===== config.mk =====
export PLATFORM = sky130hd
export DESIGN_NAME = sid_writes_to_midi_events_flat
export DESIGN_NICKNAME = d
export VERILOG_FILES = /design/src/smid_pkg.sv /design/src/smid_if.sv /design/src/smid_datapath.sv /design/src/smid_ctrl.sv /design/src/sid_writes_to_midi_events.sv /design/src/flat_wrapper.sv
export SDC_FILE = /design/constraint.sdc
export NUM_CORES = 2
export LEC_CHECK = 0
export ABC_AREA = 0
export BUFFER_PORTS_ARGS = -buffer_cell sky130_fd_sc_hd__buf_2
export CORE_ASPECT_RATIO = 0.75
export CORE_MARGIN = 1
export CORE_UTILIZATION = 45
export DETAILED_ROUTE_END_ITERATION = 8
export GPL_ROUTABILITY_DRIVEN = 1
export HOLD_SLACK_MARGIN = 0.02
export PLACE_DENSITY = 0.71
export SETUP_SLACK_MARGIN = 0.02
export SYNTH_ARGS = -nofsm -noshare
export SYNTH_HDL_FRONTEND = slang
export SYNTH_SLANG_ARGS = --single-unit

===== constraint.sdc =====
create_clock -name i_clk -period 9.5 [get_ports i_clk]
set_clock_uncertainty 0.1 [all_clocks]
set_input_delay 1.9 -clock i_clk [delete_from_list [all_inputs] [get_ports i_clk]]
set_output_delay 1.9 -clock i_clk [all_outputs]
set_load 0.02 [all_outputs]

===== src/smid_pkg.sv =====
// Shared types, constants and helper functions for the sound-chip to MIDI event block.
package smid_pkg;

    localparam int CLK_W          = 48;
    localparam int RATE_W         = 22;
    localparam int NUM_W          = 58;
    localparam int PROD_W         = 38;
    localparam int TICK_W         = 32;
    localparam int DELTA_W        = 28;
    localparam int VIDX_W         = 2;
    localparam int CNT_W          = 6;
    localparam int REGS_PER_VOICE = 7;
    localparam int EDGE_W         = 28;

    localparam logic [RATE_W-1:0]  RATE_RESET     = 22'd985248;
    localparam logic [DELTA_W-1:0] DELTA_MAX      = '1;
    localparam logic [7:0]         NOTE_COUNT_TOP = 8'd129;
    localparam logic [CNT_W-1:0]   END_LAST_IDX   = 6'd3;
    localparam logic [CNT_W-1:0]   TEMPO_FIRST    = 6'd4;
    localparam logic [CNT_W-1:0]   TEMPO_LAST_IDX = 6'd10;
    localparam logic [CNT_W-1:0]   SEARCH_TOP_BIT = 6'd7;
    localparam logic [CNT_W-1:0]   DIV_LAST_STEP  = 6'(NUM_W - 1);

    localparam logic [7:0] ST_NOTE_OFF = 8'h80;
    localparam logic [7:0] ST_NOTE_ON  = 8'h90;
    localparam logic [7:0] ST_CONTROL  = 8'hB0;
    localparam logic [6:0] VELOCITY    = 7'd100;
    localparam logic [6:0] CC_ATTACK   = 7'd73;
    localparam logic [6:0] CC_DECAY    = 7'd75;
    localparam logic [6:0] CC_SUSTAIN  = 7'd70;
    localparam logic [6:0] CC_RELEASE  = 7'd72;

    // End-of-track meta event followed by the tempo meta event.
    localparam logic [7:0] META_BYTES [0:15] = '{
        8'h00, 8'hFF, 8'h2F, 8'h00,
        8'h00, 8'hFF, 8'h51, 8'h03, 8'h07, 8'hA1, 8'h20,
        8'h00, 8'h00, 8'h00, 8'h00, 8'h00
    };

    typedef enum logic [1:0] {
        ACT_WRITE = 2'd0,
        ACT_START = 2'd1,
        ACT_STOP  = 2'd2,
        ACT_NONE  = 2'd3
    } t_action;

    typedef enum logic [2:0] {
        VR_FREQ_LO  = 3'd0,
        VR_FREQ_HI  = 3'd1,
        VR_PULSE_LO = 3'd2,
        VR_PULSE_HI = 3'd3,
        VR_CTRL     = 3'd4,
        VR_AD       = 3'd5,
        VR_SR       = 3'd6,
        VR_NONE     = 3'd7
    } t_vreg;

    typedef enum logic [1:0] {
        EV_OFF,
        EV_ON,
        EV_CC_A,
        EV_CC_B
    } t_event;

    typedef enum logic [2:0] {
        BS_DELTA,
        BS_STATUS,
        BS_DATA1,
        BS_DATA2,
        BS_CONST
    } t_bsel;

    typedef enum logic [1:0] {
        MODE_WRITE,
        MODE_STOP,
        MODE_START
    } t_mode;

    typedef enum logic [3:0] {
        S_IDLE,
        S_DECODE,
        S_WRITE,
        S_NMUL,
        S_NSRCH,
        S_NDONE,
        S_TMUL,
        S_TDIV,
        S_TSET,
        S_STOPV,
        S_DPREP,
        S_DELTA,
        S_STAT,
        S_DATA1,
        S_DATA2,
        S_CONST
    } t_state;

    typedef struct packed {
        logic              load;
        logic              wr_latch;
        logic              reg_apply;
        logic              note_mul;
        logic              note_step;
        logic              tick_mul;
        logic              tick_src_last;
        logic              div_step;
        logic              tick_set;
        logic              delta_clr;
        logic              hold_set;
        logic              held_clr;
        logic              stop_apply;
        logic              start_apply;
        logic              emit;
        logic              last;
        t_bsel             bsel;
        t_event            ev;
        logic [CNT_W-1:0]  idx;
        logic [VIDX_W-1:0] voice;
    } t_dp_cmd;

    typedef struct packed {
        logic              recording;
        t_action           action;
        t_vreg             vreg;
        logic [VIDX_W-1:0] addr_voice;
        logic              gate_rise;
        logic              gate_fall;
        logic              held_sel;
        logic              note_ok;
        logic [1:0]        groups_m1;
        logic              out_free;
    } t_dp_sts;

    function automatic logic [EDGE_W-1:0] semitone_edge(input logic [3:0] s);
        logic [EDGE_W-1:0] e;
        case (s)
            4'd0:    e = 28'd133262262;
            4'd1:    e = 28'd141186449;
            4'd2:    e = 28'd149581832;
            4'd3:    e = 28'd158476430;
            4'd4:    e = 28'd167899929;
            4'd5:    e = 28'd177883778;
            4'd6:    e = 28'd188461298;
            4'd7:    e = 28'd199667790;
            4'd8:    e = 28'd211540655;
            4'd9:    e = 28'd224119517;
            4'd10:   e = 28'd237446357;
            4'd11:   e = 28'd251565652;
            default: e = '0;
        endcase
        return e;
    endfunction

    // Lower pitch-product bound of note n: edge of the semitone shifted by the octave.
    function automatic logic [PROD_W-1:0] note_boundary(input logic [7:0] n);
        logic [15:0] m;
        logic [3:0]  oct;
        logic [7:0]  semi;
        m    = {8'd0, n} * 16'd171;
        oct  = m[14:11];
        semi = n - 8'({4'd0, oct} * 8'd12);
        return {{(PROD_W-EDGE_W){1'b0}}, semitone_edge(semi[3:0])} << oct;
    endfunction

endpackage


===== src/smid_if.sv =====
// Item channel interfaces for register writes in and track bytes out.
interface smid_in_if import smid_pkg::*; ();
    logic             valid;
    logic             ready;
    logic [1:0]       action;
    logic [4:0]       reg_addr;
    logic [7:0]       reg_value;
    logic [CLK_W-1:0] cpu_clock;

    modport source (output valid, action, reg_addr, reg_value, cpu_clock, input ready);
    modport sink   (input valid, action, reg_addr, reg_value, cpu_clock, output ready);
endinterface

interface smid_out_if;
    logic       valid;
    logic       ready;
    logic [7:0] track_byte;
    logic       last_byte;

    modport source (output valid, track_byte, last_byte, input ready);
    modport sink   (input valid, track_byte, last_byte, output ready);
endinterface


===== src/smid_datapath.sv =====
// Datapath: voice state, tick divider, note search, byte assembly and output register.
module smid_datapath import smid_pkg::*; #(
    parameter int VOICE_COUNT = 3
) (
    input  logic              i_clk,
    input  logic              i_rst_n,
    input  t_dp_cmd           i_cmd,
    output t_dp_sts           o_sts,
    input  logic [RATE_W-1:0] i_clock_rate,
    input  logic [1:0]        i_action,
    input  logic [4:0]        i_reg_addr,
    input  logic [7:0]        i_reg_value,
    input  logic [CLK_W-1:0]  i_cpu_clock,
    input  logic              i_out_ready,
    output logic              o_out_valid,
    output logic [7:0]        o_track_byte,
    output logic              o_last_byte
);

    t_action              r_action;
    logic [4:0]           r_addr;
    logic [7:0]           r_val;
    logic [CLK_W-1:0]     r_clk;

    logic                 r_recording;
    logic                 r_latched;
    logic [CLK_W-1:0]     r_start;
    logic [CLK_W-1:0]     r_last_write;
    logic [TICK_W-1:0]    r_last_tick;
    logic [15:0]          r_freq       [VOICE_COUNT];
    logic                 r_gate       [VOICE_COUNT];
    logic [6:0]           r_held_note  [VOICE_COUNT];
    logic                 r_held_valid [VOICE_COUNT];

    logic [PROD_W-1:0]    r_prod;
    logic [7:0]           r_scnt;
    logic [NUM_W-1:0]     r_num;
    logic [RATE_W:0]      r_rem;
    logic [DELTA_W-1:0]   r_delta;

    logic                 r_out_valid;
    logic [7:0]           r_out_byte;
    logic                 r_out_last;

    logic [VIDX_W-1:0]    addr_voice;
    t_vreg                vreg;
    logic [15:0]          freq_sel;
    logic                 gate_sel;
    logic [6:0]           held_note_sel;
    logic                 held_valid_sel;
    logic [6:0]           note;
    logic [CLK_W-1:0]     clk_sel;
    logic [CLK_W-1:0]     elapsed;
    logic [NUM_W-1:0]     scaled;
    logic [RATE_W:0]      rem_sh;
    logic                 div_ge;
    logic [7:0]           trial;
    logic                 trial_ok;
    logic [TICK_W-1:0]    ticks;
    logic [TICK_W-1:0]    delta_raw;
    logic [7:0]           byte_val;
    logic                 out_free;

    always_comb begin
        addr_voice = '0;
        vreg       = VR_NONE;
        for (int v = 0; v < VOICE_COUNT; v++) begin
            if (r_addr >= 5'(REGS_PER_VOICE * v) && r_addr < 5'(REGS_PER_VOICE * (v + 1))) begin
                addr_voice = VIDX_W'(v);
                vreg       = t_vreg'(3'(r_addr - 5'(REGS_PER_VOICE * v)));
            end
        end
    end

    always_comb begin
        freq_sel       = '0;
        gate_sel       = 1'b0;
        held_note_sel  = '0;
        held_valid_sel = 1'b0;
        for (int v = 0; v < VOICE_COUNT; v++) begin
            if (i_cmd.voice == VIDX_W'(v)) begin
                freq_sel       = r_freq[v];
                gate_sel       = r_gate[v];
                held_note_sel  = r_held_note[v];
                held_valid_sel = r_held_valid[v];
            end
        end
    end

    assign note = 7'(r_scnt - 8'd1);

    // Elapsed cycles times 960, written as times 1024 minus times 64.
    assign clk_sel = i_cmd.tick_src_last ? r_last_write : r_clk;
    assign elapsed = (clk_sel > r_start) ? clk_sel - r_start : '0;
    assign scaled  = (NUM_W'(elapsed) << 10) - (NUM_W'(elapsed) << 6);

    // One restoring division step: the quotient bits shift into r_num behind the dividend.
    assign rem_sh = {r_rem[RATE_W-1:0], r_num[NUM_W-1]};
    assign div_ge = rem_sh >= {1'b0, i_clock_rate};

    assign trial    = r_scnt | (8'd1 << i_cmd.idx[2:0]);
    assign trial_ok = (trial <= NOTE_COUNT_TOP) && (r_prod >= note_boundary(trial - 8'd1));

    assign ticks     = (i_clock_rate == '0) ? '0 :
                       ((|r_num[NUM_W-1:TICK_W]) ? '1 : r_num[TICK_W-1:0]);
    assign delta_raw = (ticks >= r_last_tick) ? ticks - r_last_tick : '0;

    always_comb begin
        byte_val = '0;
        case (i_cmd.bsel)
            BS_DELTA: begin
                case (i_cmd.idx[1:0])
                    2'd0:    byte_val = {1'b0, r_delta[6:0]};
                    2'd1:    byte_val = {1'b1, r_delta[13:7]};
                    2'd2:    byte_val = {1'b1, r_delta[20:14]};
                    default: byte_val = {1'b1, r_delta[27:21]};
                endcase
            end
            BS_STATUS: begin
                case (i_cmd.ev)
                    EV_OFF:  byte_val = ST_NOTE_OFF | {6'd0, i_cmd.voice};
                    EV_ON:   byte_val = ST_NOTE_ON | {6'd0, i_cmd.voice};
                    default: byte_val = ST_CONTROL | {6'd0, i_cmd.voice};
                endcase
            end
            BS_DATA1: begin
                case (i_cmd.ev)
                    EV_OFF:  byte_val = {1'b0, held_note_sel};
                    EV_ON:   byte_val = {1'b0, note};
                    EV_CC_A: byte_val = {1'b0, (vreg == VR_AD) ? CC_ATTACK : CC_SUSTAIN};
                    default: byte_val = {1'b0, (vreg == VR_AD) ? CC_DECAY : CC_RELEASE};
                endcase
            end
            BS_DATA2: begin
                case (i_cmd.ev)
                    EV_OFF:  byte_val = '0;
                    EV_ON:   byte_val = {1'b0, VELOCITY};
                    EV_CC_A: byte_val = {1'b0, r_val[7:4], 3'b111};
                    default: byte_val = {1'b0, r_val[3:0], 3'b111};
                endcase
            end
            BS_CONST: byte_val = META_BYTES[i_cmd.idx[3:0]];
            default:  byte_val = '0;
        endcase
    end

    assign out_free = !r_out_valid || i_out_ready;

    always_comb begin
        o_sts            = '0;
        o_sts.recording  = r_recording;
        o_sts.action     = r_action;
        o_sts.vreg       = vreg;
        o_sts.addr_voice = addr_voice;
        o_sts.gate_rise  = (vreg == VR_CTRL) && !gate_sel && r_val[0];
        o_sts.gate_fall  = (vreg == VR_CTRL) && gate_sel && !r_val[0];
        o_sts.held_sel   = held_valid_sel;
        o_sts.note_ok    = (r_scnt != 8'd0) && (r_scnt != NOTE_COUNT_TOP);
        if (r_delta[27:21] != '0) begin
            o_sts.groups_m1 = 2'd3;
        end else if (r_delta[20:14] != '0) begin
            o_sts.groups_m1 = 2'd2;
        end else if (r_delta[13:7] != '0) begin
            o_sts.groups_m1 = 2'd1;
        end else begin
            o_sts.groups_m1 = 2'd0;
        end
        o_sts.out_free   = out_free;
    end

    always_ff @(posedge i_clk) begin
        if (i_cmd.load) begin
            r_action <= t_action'(i_action);
            r_addr   <= i_reg_addr;
            r_val    <= i_reg_value;
            r_clk    <= i_cpu_clock;
        end
        if (i_cmd.note_mul) begin
            r_prod <= {{(PROD_W-16){1'b0}}, freq_sel} * {{(PROD_W-RATE_W){1'b0}}, i_clock_rate};
            r_scnt <= '0;
        end else if (i_cmd.note_step && trial_ok) begin
            r_scnt <= trial;
        end
        if (i_cmd.tick_mul) begin
            r_num <= scaled;
            r_rem <= '0;
        end else if (i_cmd.div_step) begin
            r_num <= {r_num[NUM_W-2:0], div_ge};
            r_rem <= div_ge ? rem_sh - {1'b0, i_clock_rate} : rem_sh;
        end
        if (i_cmd.tick_set) begin
            r_delta <= (delta_raw > TICK_W'(DELTA_MAX)) ? DELTA_MAX : delta_raw[DELTA_W-1:0];
        end else if (i_cmd.delta_clr) begin
            r_delta <= '0;
        end
        if (i_cmd.emit) begin
            r_out_byte <= byte_val;
            r_out_last <= i_cmd.last;
        end
    end

    always_ff @(posedge i_clk) begin
        if (!i_rst_n) begin
            r_recording  <= 1'b0;
            r_latched    <= 1'b0;
            r_start      <= '0;
            r_last_write <= '0;
            r_last_tick  <= '0;
            r_out_valid  <= 1'b0;
            for (int v = 0; v < VOICE_COUNT; v++) begin
                r_freq[v]       <= '0;
                r_gate[v]       <= 1'b0;
                r_held_note[v]  <= '0;
                r_held_valid[v] <= 1'b0;
            end
        end else begin
            if (i_cmd.emit) begin
                r_out_valid <= 1'b1;
            end else if (i_out_ready) begin
                r_out_valid <= 1'b0;
            end
            if (i_cmd.wr_latch) begin
                if (!r_latched) begin
                    r_start     <= r_clk;
                    r_last_tick <= '0;
                    r_latched   <= 1'b1;
                end
                r_last_write <= r_clk;
            end
            if (i_cmd.tick_set) begin
                r_last_tick <= ticks;
            end
            for (int v = 0; v < VOICE_COUNT; v++) begin
                if (i_cmd.voice == VIDX_W'(v)) begin
                    if (i_cmd.reg_apply) begin
                        case (vreg)
                            VR_FREQ_LO: r_freq[v] <= {r_freq[v][15:8], r_val};
                            VR_FREQ_HI: r_freq[v] <= {r_val, r_freq[v][7:0]};
                            VR_CTRL:    r_gate[v] <= r_val[0];
                            default:    r_freq[v] <= r_freq[v];
                        endcase
                    end
                    if (i_cmd.hold_set) begin
                        r_held_note[v]  <= note;
                        r_held_valid[v] <= 1'b1;
                    end else if (i_cmd.held_clr) begin
                        r_held_valid[v] <= 1'b0;
                    end
                end
            end
            if (i_cmd.stop_apply) begin
                r_recording <= 1'b0;
            end
            if (i_cmd.start_apply) begin
                r_recording  <= 1'b1;
                r_latched    <= 1'b0;
                r_last_tick  <= '0;
                r_last_write <= '0;
                for (int v = 0; v < VOICE_COUNT; v++) begin
                    r_freq[v]       <= '0;
                    r_gate[v]       <= 1'b0;
                    r_held_note[v]  <= '0;
                    r_held_valid[v] <= 1'b0;
                end
            end
        end
    end

    assign o_out_valid  = r_out_valid;
    assign o_track_byte = r_out_byte;
    assign o_last_byte  = r_out_last;

endmodule


===== src/smid_ctrl.sv =====
// Controller state machine: sequences decode, arithmetic steps and byte emission.
module smid_ctrl import smid_pkg::*; #(
    parameter int VOICE_COUNT = 3
) (
    input  logic    i_clk,
    input  logic    i_rst_n,
    input  logic    i_in_valid,
    output logic    o_in_ready,
    input  t_dp_sts i_sts,
    output t_dp_cmd o_cmd
);

    localparam logic [VIDX_W-1:0] LastVoice = VIDX_W'(VOICE_COUNT - 1);

    t_state            r_state, n_state;
    t_mode             r_mode, n_mode;
    t_event            r_ev, n_ev;
    logic              r_rise, n_rise;
    logic [VIDX_W-1:0] r_voice, n_voice;
    logic [CNT_W-1:0]  r_cnt, n_cnt;

    always_comb begin
        n_state = r_state;
        n_mode  = r_mode;
        n_ev    = r_ev;
        n_rise  = r_rise;
        n_voice = r_voice;
        n_cnt   = r_cnt;
        case (r_state)
            S_IDLE: begin
                if (i_in_valid) begin
                    n_state = S_DECODE;
                end
            end
            S_DECODE: begin
                n_state = S_IDLE;
                case (i_sts.action)
                    ACT_WRITE: begin
                        if (i_sts.recording) begin
                            n_mode  = MODE_WRITE;
                            n_voice = i_sts.addr_voice;
                            n_state = S_WRITE;
                        end
                    end
                    ACT_START: begin
                        n_mode  = MODE_START;
                        n_voice = '0;
                        if (i_sts.recording) begin
                            n_state = S_TMUL;
                        end else begin
                            n_cnt   = TEMPO_FIRST;
                            n_state = S_CONST;
                        end
                    end
                    ACT_STOP: begin
                        if (i_sts.recording) begin
                            n_mode  = MODE_STOP;
                            n_voice = '0;
                            n_state = S_TMUL;
                        end
                    end
                    default: n_state = S_IDLE;
                endcase
            end
            S_WRITE: begin
                n_state = S_IDLE;
                case (i_sts.vreg)
                    VR_CTRL: begin
                        if (i_sts.gate_rise) begin
                            n_rise  = 1'b1;
                            n_state = S_NMUL;
                        end else if (i_sts.gate_fall && i_sts.held_sel) begin
                            n_rise  = 1'b0;
                            n_ev    = EV_OFF;
                            n_state = S_TMUL;
                        end
                    end
                    VR_AD, VR_SR: begin
                        n_ev    = EV_CC_A;
                        n_state = S_TMUL;
                    end
                    default: n_state = S_IDLE;
                endcase
            end
            S_NMUL: begin
                n_cnt   = SEARCH_TOP_BIT;
                n_state = S_NSRCH;
            end
            S_NSRCH: begin
                if (r_cnt == '0) begin
                    n_state = S_NDONE;
                end else begin
                    n_cnt = r_cnt - CNT_W'(1);
                end
            end
            S_NDONE: begin
                if (i_sts.note_ok) begin
                    n_ev    = i_sts.held_sel ? EV_OFF : EV_ON;
                    n_state = S_TMUL;
                end else begin
                    n_state = S_IDLE;
                end
            end
            S_TMUL: begin
                n_cnt   = DIV_LAST_STEP;
                n_state = S_TDIV;
            end
            S_TDIV: begin
                if (r_cnt == '0) begin
                    n_state = S_TSET;
                end else begin
                    n_cnt = r_cnt - CNT_W'(1);
                end
            end
            S_TSET: begin
                n_state = (r_mode == MODE_WRITE) ? S_DPREP : S_STOPV;
            end
            S_STOPV: begin
                n_ev = EV_OFF;
                if (i_sts.held_sel) begin
                    n_state = S_DPREP;
                end else if (r_voice == LastVoice) begin
                    n_cnt   = '0;
                    n_state = S_CONST;
                end else begin
                    n_voice = r_voice + VIDX_W'(1);
                end
            end
            S_DPREP: begin
                n_cnt   = CNT_W'(i_sts.groups_m1);
                n_state = S_DELTA;
            end
            S_DELTA: begin
                if (i_sts.out_free) begin
                    if (r_cnt == '0) begin
                        n_state = S_STAT;
                    end else begin
                        n_cnt = r_cnt - CNT_W'(1);
                    end
                end
            end
            S_STAT: begin
                if (i_sts.out_free) begin
                    n_state = S_DATA1;
                end
            end
            S_DATA1: begin
                if (i_sts.out_free) begin
                    n_state = S_DATA2;
                end
            end
            S_DATA2: begin
                if (i_sts.out_free) begin
                    if (r_mode != MODE_WRITE) begin
                        if (r_voice == LastVoice) begin
                            n_cnt   = '0;
                            n_state = S_CONST;
                        end else begin
                            n_voice = r_voice + VIDX_W'(1);
                            n_state = S_STOPV;
                        end
                    end else begin
                        n_state = S_IDLE;
                        case (r_ev)
                            EV_OFF: begin
                                if (r_rise) begin
                                    n_ev    = EV_ON;
                                    n_state = S_DPREP;
                                end
                            end
                            EV_CC_A: begin
                                n_ev    = EV_CC_B;
                                n_state = S_DPREP;
                            end
                            default: n_state = S_IDLE;
                        endcase
                    end
                end
            end
            S_CONST: begin
                if (i_sts.out_free) begin
                    if ((r_cnt == END_LAST_IDX && r_mode == MODE_STOP) ||
                        r_cnt == TEMPO_LAST_IDX) begin
                        n_state = S_IDLE;
                    end else begin
                        n_cnt = r_cnt + CNT_W'(1);
                    end
                end
            end
            default: n_state = S_IDLE;
        endcase
    end

    always_comb begin
        o_cmd               = '0;
        o_cmd.bsel          = BS_DELTA;
        o_cmd.ev            = r_ev;
        o_cmd.idx           = r_cnt;
        o_cmd.voice         = r_voice;
        o_cmd.tick_src_last = (r_mode != MODE_WRITE);
        o_in_ready          = 1'b0;
        case (r_state)
            S_IDLE: begin
                o_in_ready = 1'b1;
                o_cmd.load = i_in_valid;
            end
            S_DECODE: o_cmd.wr_latch  = (i_sts.action == ACT_WRITE) && i_sts.recording;
            S_WRITE:  o_cmd.reg_apply = 1'b1;
            S_NMUL:   o_cmd.note_mul  = 1'b1;
            S_NSRCH:  o_cmd.note_step = 1'b1;
            S_TMUL:   o_cmd.tick_mul  = 1'b1;
            S_TDIV:   o_cmd.div_step  = 1'b1;
            S_TSET:   o_cmd.tick_set  = 1'b1;
            S_DELTA: begin
                o_cmd.bsel = BS_DELTA;
                o_cmd.emit = i_sts.out_free;
            end
            S_STAT: begin
                o_cmd.bsel = BS_STATUS;
                o_cmd.emit = i_sts.out_free;
            end
            S_DATA1: begin
                o_cmd.bsel = BS_DATA1;
                o_cmd.emit = i_sts.out_free;
            end
            S_DATA2: begin
                o_cmd.bsel      = BS_DATA2;
                o_cmd.emit      = i_sts.out_free;
                o_cmd.delta_clr = i_sts.out_free;
                o_cmd.last      = (r_mode == MODE_WRITE) &&
                                  (r_ev == EV_ON || r_ev == EV_CC_B || (r_ev == EV_OFF && !r_rise));
                o_cmd.hold_set  = i_sts.out_free && r_mode == MODE_WRITE && r_ev == EV_ON;
                // A note-off ahead of a new note-on leaves the held slot to the note-on.
                o_cmd.held_clr  = i_sts.out_free && r_ev == EV_OFF &&
                                  !(r_mode == MODE_WRITE && r_rise);
            end
            S_CONST: begin
                o_cmd.bsel        = BS_CONST;
                o_cmd.emit        = i_sts.out_free;
                o_cmd.last        = (r_cnt == END_LAST_IDX && r_mode == MODE_STOP) ||
                                    r_cnt == TEMPO_LAST_IDX;
                o_cmd.stop_apply  = i_sts.out_free && r_cnt == END_LAST_IDX;
                o_cmd.start_apply = i_sts.out_free && r_cnt == TEMPO_LAST_IDX;
            end
            default: o_in_ready = 1'b0;
        endcase
    end

    always_ff @(posedge i_clk) begin
        if (!i_rst_n) begin
            r_state <= S_IDLE;
            r_mode  <= MODE_WRITE;
            r_ev    <= EV_OFF;
            r_rise  <= 1'b0;
            r_voice <= '0;
            r_cnt   <= '0;
        end else begin
            r_state <= n_state;
            r_mode  <= n_mode;
            r_ev    <= n_ev;
            r_rise  <= n_rise;
            r_voice <= n_voice;
            r_cnt   <= n_cnt;
        end
    end

    a_emit_free: assert property (@(posedge i_clk) disable iff (!i_rst_n)
        o_cmd.emit |-> i_sts.out_free)
        else $error("byte emitted while output register is occupied");

    a_accept_decode: assert property (@(posedge i_clk) disable iff (!i_rst_n)
        i_in_valid && o_in_ready |=> r_state == S_DECODE)
        else $error("accepted item not decoded");

    a_last_idle: assert property (@(posedge i_clk) disable iff (!i_rst_n)
        o_cmd.emit && o_cmd.last |=> r_state == S_IDLE)
        else $error("final byte not followed by idle");

    a_single_apply: assert property (@(posedge i_clk) disable iff (!i_rst_n)
        !(o_cmd.hold_set && o_cmd.held_clr))
        else $error("held note set and cleared together");

endmodule


===== src/sid_writes_to_midi_events.sv =====
// Top level: configuration register, controller and datapath of the chip-write to MIDI block.
// Sequence: after a register write is accepted, the tick count is formed by one tick
//   division step per quotient bit (58 steps), preceded by the 8-step note search when a
//   gate rise needs a note; a start command that is not recording emits its meta bytes directly.
// Flow: one item at a time; the next item is accepted once the previous item's last
//   byte is in the output register, or once an ignored item has been decoded; output
//   stalls can hold this back.
// Reset: synchronous, active low; clears recording, voice and timing state and sets
//   clock_rate to 985248.
module sid_writes_to_midi_events import smid_pkg::*; #(
    parameter int VOICE_COUNT = 3
) (
    input  logic         i_clk,
    input  logic         i_rst_n,
    smid_in_if.sink      i_in,
    smid_out_if.source   o_out,
    input  logic         psel,
    input  logic         penable,
    input  logic         pwrite,
    input  logic [2:0]   paddr,
    input  logic [31:0]  pwdata,
    output logic [31:0]  prdata,
    output logic         pready
);

    logic [RATE_W-1:0] r_clock_rate;
    t_dp_cmd           cmd;
    t_dp_sts           sts;

    assign pready = 1'b1;
    assign prdata = (paddr[2] == 1'b0) ? {{(32-RATE_W){1'b0}}, r_clock_rate} : '0;

    always_ff @(posedge i_clk) begin
        if (!i_rst_n) begin
            r_clock_rate <= RATE_RESET;
        end else if (psel && penable && pwrite && paddr[2] == 1'b0) begin
            r_clock_rate <= pwdata[RATE_W-1:0];
        end
    end

    smid_ctrl #(
        .VOICE_COUNT(VOICE_COUNT)
    ) u_ctrl (
        .i_clk     (i_clk),
        .i_rst_n   (i_rst_n),
        .i_in_valid(i_in.valid),
        .o_in_ready(i_in.ready),
        .i_sts     (sts),
        .o_cmd     (cmd)
    );

    smid_datapath #(
        .VOICE_COUNT(VOICE_COUNT)
    ) u_datapath (
        .i_clk       (i_clk),
        .i_rst_n     (i_rst_n),
        .i_cmd       (cmd),
        .o_sts       (sts),
        .i_clock_rate(r_clock_rate),
        .i_action    (i_in.action),
        .i_reg_addr  (i_in.reg_addr),
        .i_reg_value (i_in.reg_value),
        .i_cpu_clock (i_in.cpu_clock),
        .i_out_ready (o_out.ready),
        .o_out_valid (o_out.valid),
        .o_track_byte(o_out.track_byte),
        .o_last_byte (o_out.last_byte)
    );

endmodule

===== src/flat_wrapper.sv =====
// flat-port wrapper written by rule: the top's interface ports become plain ports
module sid_writes_to_midi_events_flat import smid_pkg::*;
#(
    parameter int VOICE_COUNT = 3
)
  (i_clk, i_rst_n, psel, penable, pwrite, paddr, pwdata, prdata, pready, i_in_valid, i_in_action, i_in_reg_addr, i_in_reg_value, i_in_cpu_clock, i_in_ready, o_out_valid, o_out_track_byte, o_out_last_byte, o_out_ready);
  smid_in_if i_in_i ();
  smid_out_if o_out_i ();
  input  logic i_clk;
  input  logic i_rst_n;
  input  logic psel;
  input  logic penable;
  input  logic pwrite;
  input  logic [2:0] paddr;
  input  logic [31:0] pwdata;
  output logic [31:0] prdata;
  output logic pready;
  input wire logic [$bits(i_in_i.valid)-1:0] i_in_valid;
  input wire logic [$bits(i_in_i.action)-1:0] i_in_action;
  input wire logic [$bits(i_in_i.reg_addr)-1:0] i_in_reg_addr;
  input wire logic [$bits(i_in_i.reg_value)-1:0] i_in_reg_value;
  input wire logic [$bits(i_in_i.cpu_clock)-1:0] i_in_cpu_clock;
  output wire logic [$bits(i_in_i.ready)-1:0] i_in_ready;
  output wire logic [$bits(o_out_i.valid)-1:0] o_out_valid;
  output wire logic [$bits(o_out_i.track_byte)-1:0] o_out_track_byte;
  output wire logic [$bits(o_out_i.last_byte)-1:0] o_out_last_byte;
  input wire logic [$bits(o_out_i.ready)-1:0] o_out_ready;
  assign i_in_i.valid = i_in_valid;
  assign i_in_i.action = i_in_action;
  assign i_in_i.reg_addr = i_in_reg_addr;
  assign i_in_i.reg_value = i_in_reg_value;
  assign i_in_i.cpu_clock = i_in_cpu_clock;
  assign i_in_ready = i_in_i.ready;
  assign o_out_valid = o_out_i.valid;
  assign o_out_track_byte = o_out_i.track_byte;
  assign o_out_last_byte = o_out_i.last_byte;
  assign o_out_i.ready = o_out_ready;
  sid_writes_to_midi_events #(.VOICE_COUNT(VOICE_COUNT)) u_core (.i_clk(i_clk), .i_rst_n(i_rst_n), .i_in(i_in_i), .o_out(o_out_i), .psel(psel), .penable(penable), .pwrite(pwrite), .paddr(paddr), .pwdata(pwdata), .prdata(prdata), .pready(pready));
endmodule

# Word-level counts from Yosys, hierarchy flattened
# Memories as Yosys holds them, arrays and structs flattened.
# Cells that the tools add are included.
[word_totals]
ramBits = 75
n_memories = 6
output_inout_bits = 44
register_bits = 396
inputBits = 105
romBits = 576
word_cells = 459
[mem_list]
columns = ["name", "words", "width", "read_ports", "rd_clocked_by_memory_dff", "wr", "line_no", "source"]
rows = [
  ["(name not given)", 16, 28, 1, 0, 0, "smid_pkg.sv:136", "case (s)"],
  ["(name not given)", 16, 8, 1, 0, 0, "smid_datapath.sv:142", "BS_CONST: byte_val = META_BYTES[i_cmd.idx[3:0]];"],
  ["u_core.u_datapath.r_freq", 3, 16, 3, 0, 3, "smid_datapath.sv:30", "logic [15:0] r_freq [VOICE_COUNT];"],
  ["u_core.u_datapath.r_held_note", 3, 7, 3, 0, 3, "smid_datapath.sv:32", "logic [6:0] r_held_note [VOICE_COUNT];"],
  ["u_core.u_datapath.r_gate", 3, 1, 3, 0, 3, "smid_datapath.sv:31", "logic r_gate [VOICE_COUNT];"],
  ["u_core.u_datapath.r_held_valid", 3, 1, 3, 0, 3, "smid_datapath.sv:33", "logic r_held_valid [VOICE_COUNT];"],
]
[op_classes]
bitwise_logic = 38
add_sub_neg = 12
shift = 2
multipliers = 3
magnitude_cmp = 13
eq_ne = 65
muxes = 223
reduce_logical = 73
[op_table]
columns = ["op", "count"]
rows = [
  ["2-to-1 mux 16 bit", 15],
  ["2-to-1 mux 32 bit", 6],
  ["2-to-1 mux 58 bit", 2],
  ["2-to-1 mux 1 bit", 109],
  ["2-to-1 mux 48 bit", 2],
  ["2-to-1 mux 28 bit", 3],
  ["2-to-1 mux 4 bit", 16],
  ["one-hot mux 4 bit (16 select lines)", 1],
  ["2-to-1 mux 7 bit", 9],
  ["2-to-1 mux 6 bit", 10],
  ["subtractor 58 x 54 -> 58 bit", 1],
  ["one-hot mux 6 bit (9 select lines)", 1],
  ["greater-than comparator 48 bit", 1],
  ["subtractor 48 bit", 1],
  ["2-to-1 mux 22 bit", 2],
  ["one-hot mux 7 bit (3 select lines)", 2],
  ["2-to-1 mux 2 bit", 20],
  ["one-hot mux 8 bit (5 select lines)", 1],
  ["greater-or-equal comparator 38 bit", 1],
  ["multiplier 16 x 22 -> 38 bit", 1],
  ["left shift 28 x 4 -> 38 bit", 1],
  ["!= test 2 bit (second input constant)", 17],
  ["bitwise OR 1 bit", 33],
  ["equality test 4 bit (second input constant)", 8],
  ["77 further kinds", 166],
]

# Longest topological paths before layout
[logic_depth]
ltp_word = 15
ltp_mapped = 49
depth_no_buf = 44

# Modules after synthesis
# From an unflattened synthesis, not the netlist that was laid out.
[unflattened]
hier_cells = 5305
area_unflattened_um2 = 45373.5
[by_module_without_submodules]
columns = ["module", "cells_per_inst", "area_per_inst_um2", "instances"]
rows = [
  ["smid_datapath", 4899, 42109.1, 1],
  ["smid_ctrl", 272, 2082.0, 1],
  ["sid_writes_to_midi_events", 134, 1182.4, 1],
]

# Least setup slack after synthesis
# Ideal clock, no wire load.
[synth_path]
path_type = "reg-to-reg"
start = "reg u_core.u_ctrl.r_cnt[0]"
end = "reg u_core.u_datapath.r_scnt[0]"
stages_incl_launch_ff = 44
t_arrival_ns = 9.523
slack_ns = -0.232
period_less_slack_ns = 9.732
cell_sequence = "dfxtp_1 > inv_1 > ha_1 > a21oi_4 > ha_1 > clkbuf_1 > buf_1 > xnor2_1 > ha_1 > fa_1 > inv_1 > fa_1 > fa_1 > inv_1 > ha_1 > a21o_1 > a21oi_1 > o21ai_0 > [... 8 more ...] > buf_6 > a21oi_1 > a211oi_1 > nor2_1 > a41o_1 > or2_2 > ha_1 > and4_1 > a221oi_1 > o21a_1 > o21a_1 > nor2_1 > a211oi_1 > o211ai_1 > a221oi_1 > o31ai_1 > nand2_1 > a211oi_1"
[synth_between]
elab_chain_len = 11
[synth_rtl]
columns = ["item", "line_no", "source"]
rows = [
  ["from (decl)", "smid_ctrl.sv:20", "logic [CNT_W-1:0] r_cnt, n_cnt;"],
  ["from (signal assigned)", "smid_ctrl.sv:263", "r_cnt <= n_cnt;"],
  ["left shift 1 x 3 -> 8 bit *", "smid_datapath.sv:101", "assign trial = r_scnt | (8'd1 << i_cmd.idx[2:0]);"],
  ["bitwise OR 8 bit *", "smid_datapath.sv:101", ""],
  ["subtractor 8 x 1 -> 8 bit", "smid_datapath.sv:102", "assign trial_ok = (trial <= NOTE_COUNT_TOP) && (r_prod >= note_boundary(trial - 8'd1));"],
  ["multiplier 8 x 8 -> 15 bit", "smid_pkg.sv:159", "m = {8'd0, n} * 16'd171;"],
  ["multiplier 4 x 2 -> 2 bit", "smid_pkg.sv:161", "semi = n - 8'({4'd0, oct} * 8'd12);"],
  ["subtractor 4 bit", "smid_pkg.sv:161", ""],
  ["memory (16 x 28 bit)", "-", ""],
  ["left shift 28 x 4 -> 38 bit", "smid_pkg.sv:162", "return {{(PROD_W-EDGE_W){1'b0}}, semitone_edge(semi[3:0])} << oct;"],
  ["greater-or-equal comparator 38 bit", "smid_datapath.sv:102", ""],
  ["logical AND 1 bit", "smid_datapath.sv:102", ""],
  ["logical AND 1 bit", "smid_datapath.sv:181", "end else if (i_cmd.note_step && trial_ok) begin"],
  ["to (signal assigned)", "smid_datapath.sv:182", "r_scnt <= trial;"],
  ["to (decl)", "smid_datapath.sv:36", "logic [7:0] r_scnt;"],
]
# Every way passes the cells marked *; elsewhere a longest branch is shown, timed or not.
# A chain may end at the register's enable or synchronous reset.

# Final worst setup path
[layout_path]
start = "reg u_core.u_ctrl.r_cnt[0]"
end = "reg u_core.u_datapath.r_scnt[7]"
# The elaborated chain is that of the path after synthesis.

==> results.md <==
Run status:
- The flow ran to the end, and the final reports show no timing, DRC or antenna violations.

Routing:
- The per-cell via count in the routed design is 5.66.
- The total wire length is 121 mm.
- Wire segments on met2 add up to 50.0 mm in the final route.
- The count of vias placed by the detailed router is 38,043.
- The pre-antenna-repair detailed-routing pass consisted of 8 iterations.
- The top layer reached by signal wires is met5.
- Wire segments on met3 add up to 10.2 mm in the final route.
- The sum of routed wire segments on met1 is 58.2 mm.
- After detailed routing, the number of remaining DRC violations is 0.
- For this block, the initial DRC count from the detailed router was 3,416.
- In the final routed layout, each cell accounts on average for 18.0 um.
- The count of nets left with antenna violations once routing finished came out at 0.

Placed design:
- Input and output buffers added on the ports amount to 125.
- The congestion estimate from routability-driven global placement came to 0.948.
- The post-place setup slack is -0.138 ns.
- The placed wire-length estimate is 91.1 mm.

Clocking:
- Clock-pin slew was measured on the worst setup and hold paths at 0.07 ns.
- TritonCTS built the clock tree.
- Clock latency on the worst-skew pair, taken at its later pin, is 0.65 ns.
- The total CTS buffers is 52.
- The buffer depth of the longest clock path is 3.
- The tree is rooted in a clkbuf_16.
- The H-tree generated during clock tree synthesis spans 2 levels.
- The number of hold buffers added after cts is 0.
- The clock net sink count is 471.

Layout:
- The leading cell type in the layout, fill and taps excluded is nand2_1.
- Leaving out fill and tap cells, the most frequent cells in the layout are nand2_1, inv_1, a21oi_1.
- The post-route netlist has 9.68% of its cells at a drive strength greater than 1.
- The repair_antennas step left the layout with diodes totalling 0.
- The number of fill cells in the layout is 9,238.
- The final layout net count is 6,131.
- Across the whole layout, storage elements account for 12,100 um^2.
- In the final layout, the multi-input gates occupy 29,600 um^2.
- The layout-stage area growth over the synthesis result is 9.38%.

Global route:
- The first global-routing pass estimated 195 mm of wire.
- The total track usage is 23.7%.
- The initial antenna violation count is 2.
- The pin count of the biggest net entering global routing is 84.
- The global-route congestion overflow total is 0.
- The via count of the first global-routing pass came to 36,365.

Floorplan:
- The initial core utilization is 45.8%.
- The height of the die is 275 um.
- The die covers 101,000 um^2.
- The die width is 367 um.
- The number of rows in the core area is 99.
- The count of boundary I/O pins is 149.
- The core box area is 98,000 um^2.

Timing:
- The tightest slew margin relative to the limit is 15.3%.
- The fmax is 110 MHz.
- The worst-margin pin slew is 1.27 ns.
- After layout, the worst path uses 95.5% of the clock period.
- The least setup slack across all paths after layout is 0.427 ns.
- The final setup violation count is 0.
- The count of final hold-check violations is 0.
- The final max-slew violation count came to 0.
- Counting I/O delays and the setup requirement, the final critical path takes 9.07 ns.

Logic synthesis:
- The post-synthesis sequential area ratio is 27.1%.
- In the synthesized netlist the dominant register cell turns out to be edfxtp_1.
- In this run, synthesis produced a sequential element count of 471.
- The cell area after technology mapping is 44,800 um^2.
- The netlist uses 112 different library cells.
- The synthesized design contains 271 enable-type register cells.
- The share of synthesized registers carrying an async set or reset is 0%.
- The synthesis warning total is 0.
- The average cell area after synthesis is 8.40 um^2.
- In the synthesized netlist, the number of instances is 5,336.

Critical path:
- The highest cell delay on the worst timing path is 0.55 ns.
- Counting stages on the worst path, the most repeated cell is inv_1.
- The register-to-register path setup slack is 0.43 ns.
- The startpoint kind of the worst setup timing path is a register.
- The most critical setup path has its startpoint at u_core.u_ctrl.r_cnt[0]$_SDFFE_PN0P_.
- The data required time at the worst endpoint is 9.91 ns.
- The critical-path maximum fanout is 17.
- The startpoint of the worst-slack reg-to-reg timing path is u_core.u_ctrl.r_cnt[0]$_SDFFE_PN0P_.
- The type of the worst setup path is reg -> reg.
- STA puts the critical path data arrival time at 9.48 ns.
- The largest individual stage delay along the critical path comes from the cell fa_1.
- The worst setup path is captured at a register.

Job:
- The number of max-cap violations is 0.

Hold path:
- The path class of the tightest hold or removal check is reg -> reg.
- The startpoint identified for the worst hold timing path is u_core.u_datapath.r_start[29]$_SDFFE_PN0P_.
worst max-delay path, delay by kind of cell, from the launching register on:
kind / cells / cell delay (ns)
DFF: 1 / 0.35
and+or+nand+nor: 7 / 1.15
AOI/OAI and AO/OA: 17 / 3.29
xor gates and xnor gates: 4 / 0.86
adders and majority gates: 7 / 2.22
buffers and inverters: 9 / 0.94
cells in the mapped netlist, drive strengths merged (36+ instances only):
library cell	count	area, um^2
and2	168	1050
ha	365	4570
fa	293	5870
a211oi	36	275
inv	550	2070
buf	61	365
nand2b	44	275
edfxtp	271	8140
nand3	103	521
mux2i	61	614
nor3	69	345
clkbuf	244	918
a21oi	493	2500
mux2	57	642
xor2	81	709
nand2	899	3380
a21o	108	811
xnor2	113	990
nor2	285	1080
o21a	58	435
dfxtp	200	4000
o21ai	275	1390
nand4	58	369
per-stage QoR:
step,utilization [%],TNS (ns),cell area [um^2],hold WS (ns),instances
finish,50.1,0,49000,0.352,6725
global route,50.1,-0.0225,49000,0.368,6725
CTS,49.8,0,48800,0.353,6713
detailed placement,48.0,-0.388,47000,0.343,6615
global placement,48.0,0,47000,0.338,6615
floorplan,-,0,44900,0.333,5345
routing by layer:
layer,global-route usage (%),vias to the layer above
li1,-,18253
met1,35.4,18269
met2,35.3,1365
met3,4.60,154
met4,5.22,2
met5,0,-
registers in the layout, summed over array words and instances, names as in the netlist, 21 cells and up:
register                        flops
u_core.u_datapath.r_last_tick      32
u_core.u_datapath.r_delta          28
u_core.u_datapath.r_rem            22
u_core.u_datapath.r_clk            48
u_core.u_datapath.r_held_note      21
u_core.u_datapath.r_start          48
u_core.r_clock_rate                22
u_core.u_datapath.r_last_write     48
u_core.u_datapath.r_freq           48
u_core.u_datapath.r_num            58
u_core.u_datapath.r_prod           38
cell families (layout without fill, tap and decap cells):
family | after synthesis | count (layout) | synth area share [%]
adders and majority gates | 660 | 660 | 23.3
muxes | 119 | 119 | 2.85
and+or+nand+nor | 1777 | 1777 | 17.9
other | 2 | 11 | 0.0167
AOI/OAI and AO/OA | 1248 | 1248 | 17.3
buffers and inverters | 862 | 928 | 7.53
xor gates and xnor gates | 197 | 198 | 3.95
DFF | 471 | 471 | 27.1
worst paths after layout:
| check | to | cells past startpoint |
|---|---|---|
| max | u_core.u_datapath.r_scnt[7]$_SDFFE_PP0P_ | 44 |
| min reg2reg | u_core.u_datapath.r_start[29]$_SDFFE_PN0P_ | 2 |
| max reg2reg | u_core.u_datapath.r_scnt[7]$_SDFFE_PP0P_ | 44 |
| min | u_core.u_datapath.r_start[29]$_SDFFE_PN0P_ | 2 |
final cells by class:
class | count | share of cell area [%]
multi-input cells | 4013 | 60.4
repair buffers | 273 | 3.62
flip-flops and latches | 471 | 24.8
clock inverters | 26 | 0.612
well taps | 1313 | 3.35
clock buffers | 72 | 2.99
inverters | 557 | 4.27
what timing repair did:
action                                  CTS  global route
pin swaps                                 0             9
buffers inserted                          0            11
gates resized for setup                   2            23
endpoints found under the setup margin    8            14
endpoints found under the hold margin     0             0
gates cloned                              0             1
Power is not shown: default switching activity piles up to over one toggle a cycle in this logic, so the estimate is an artifact.
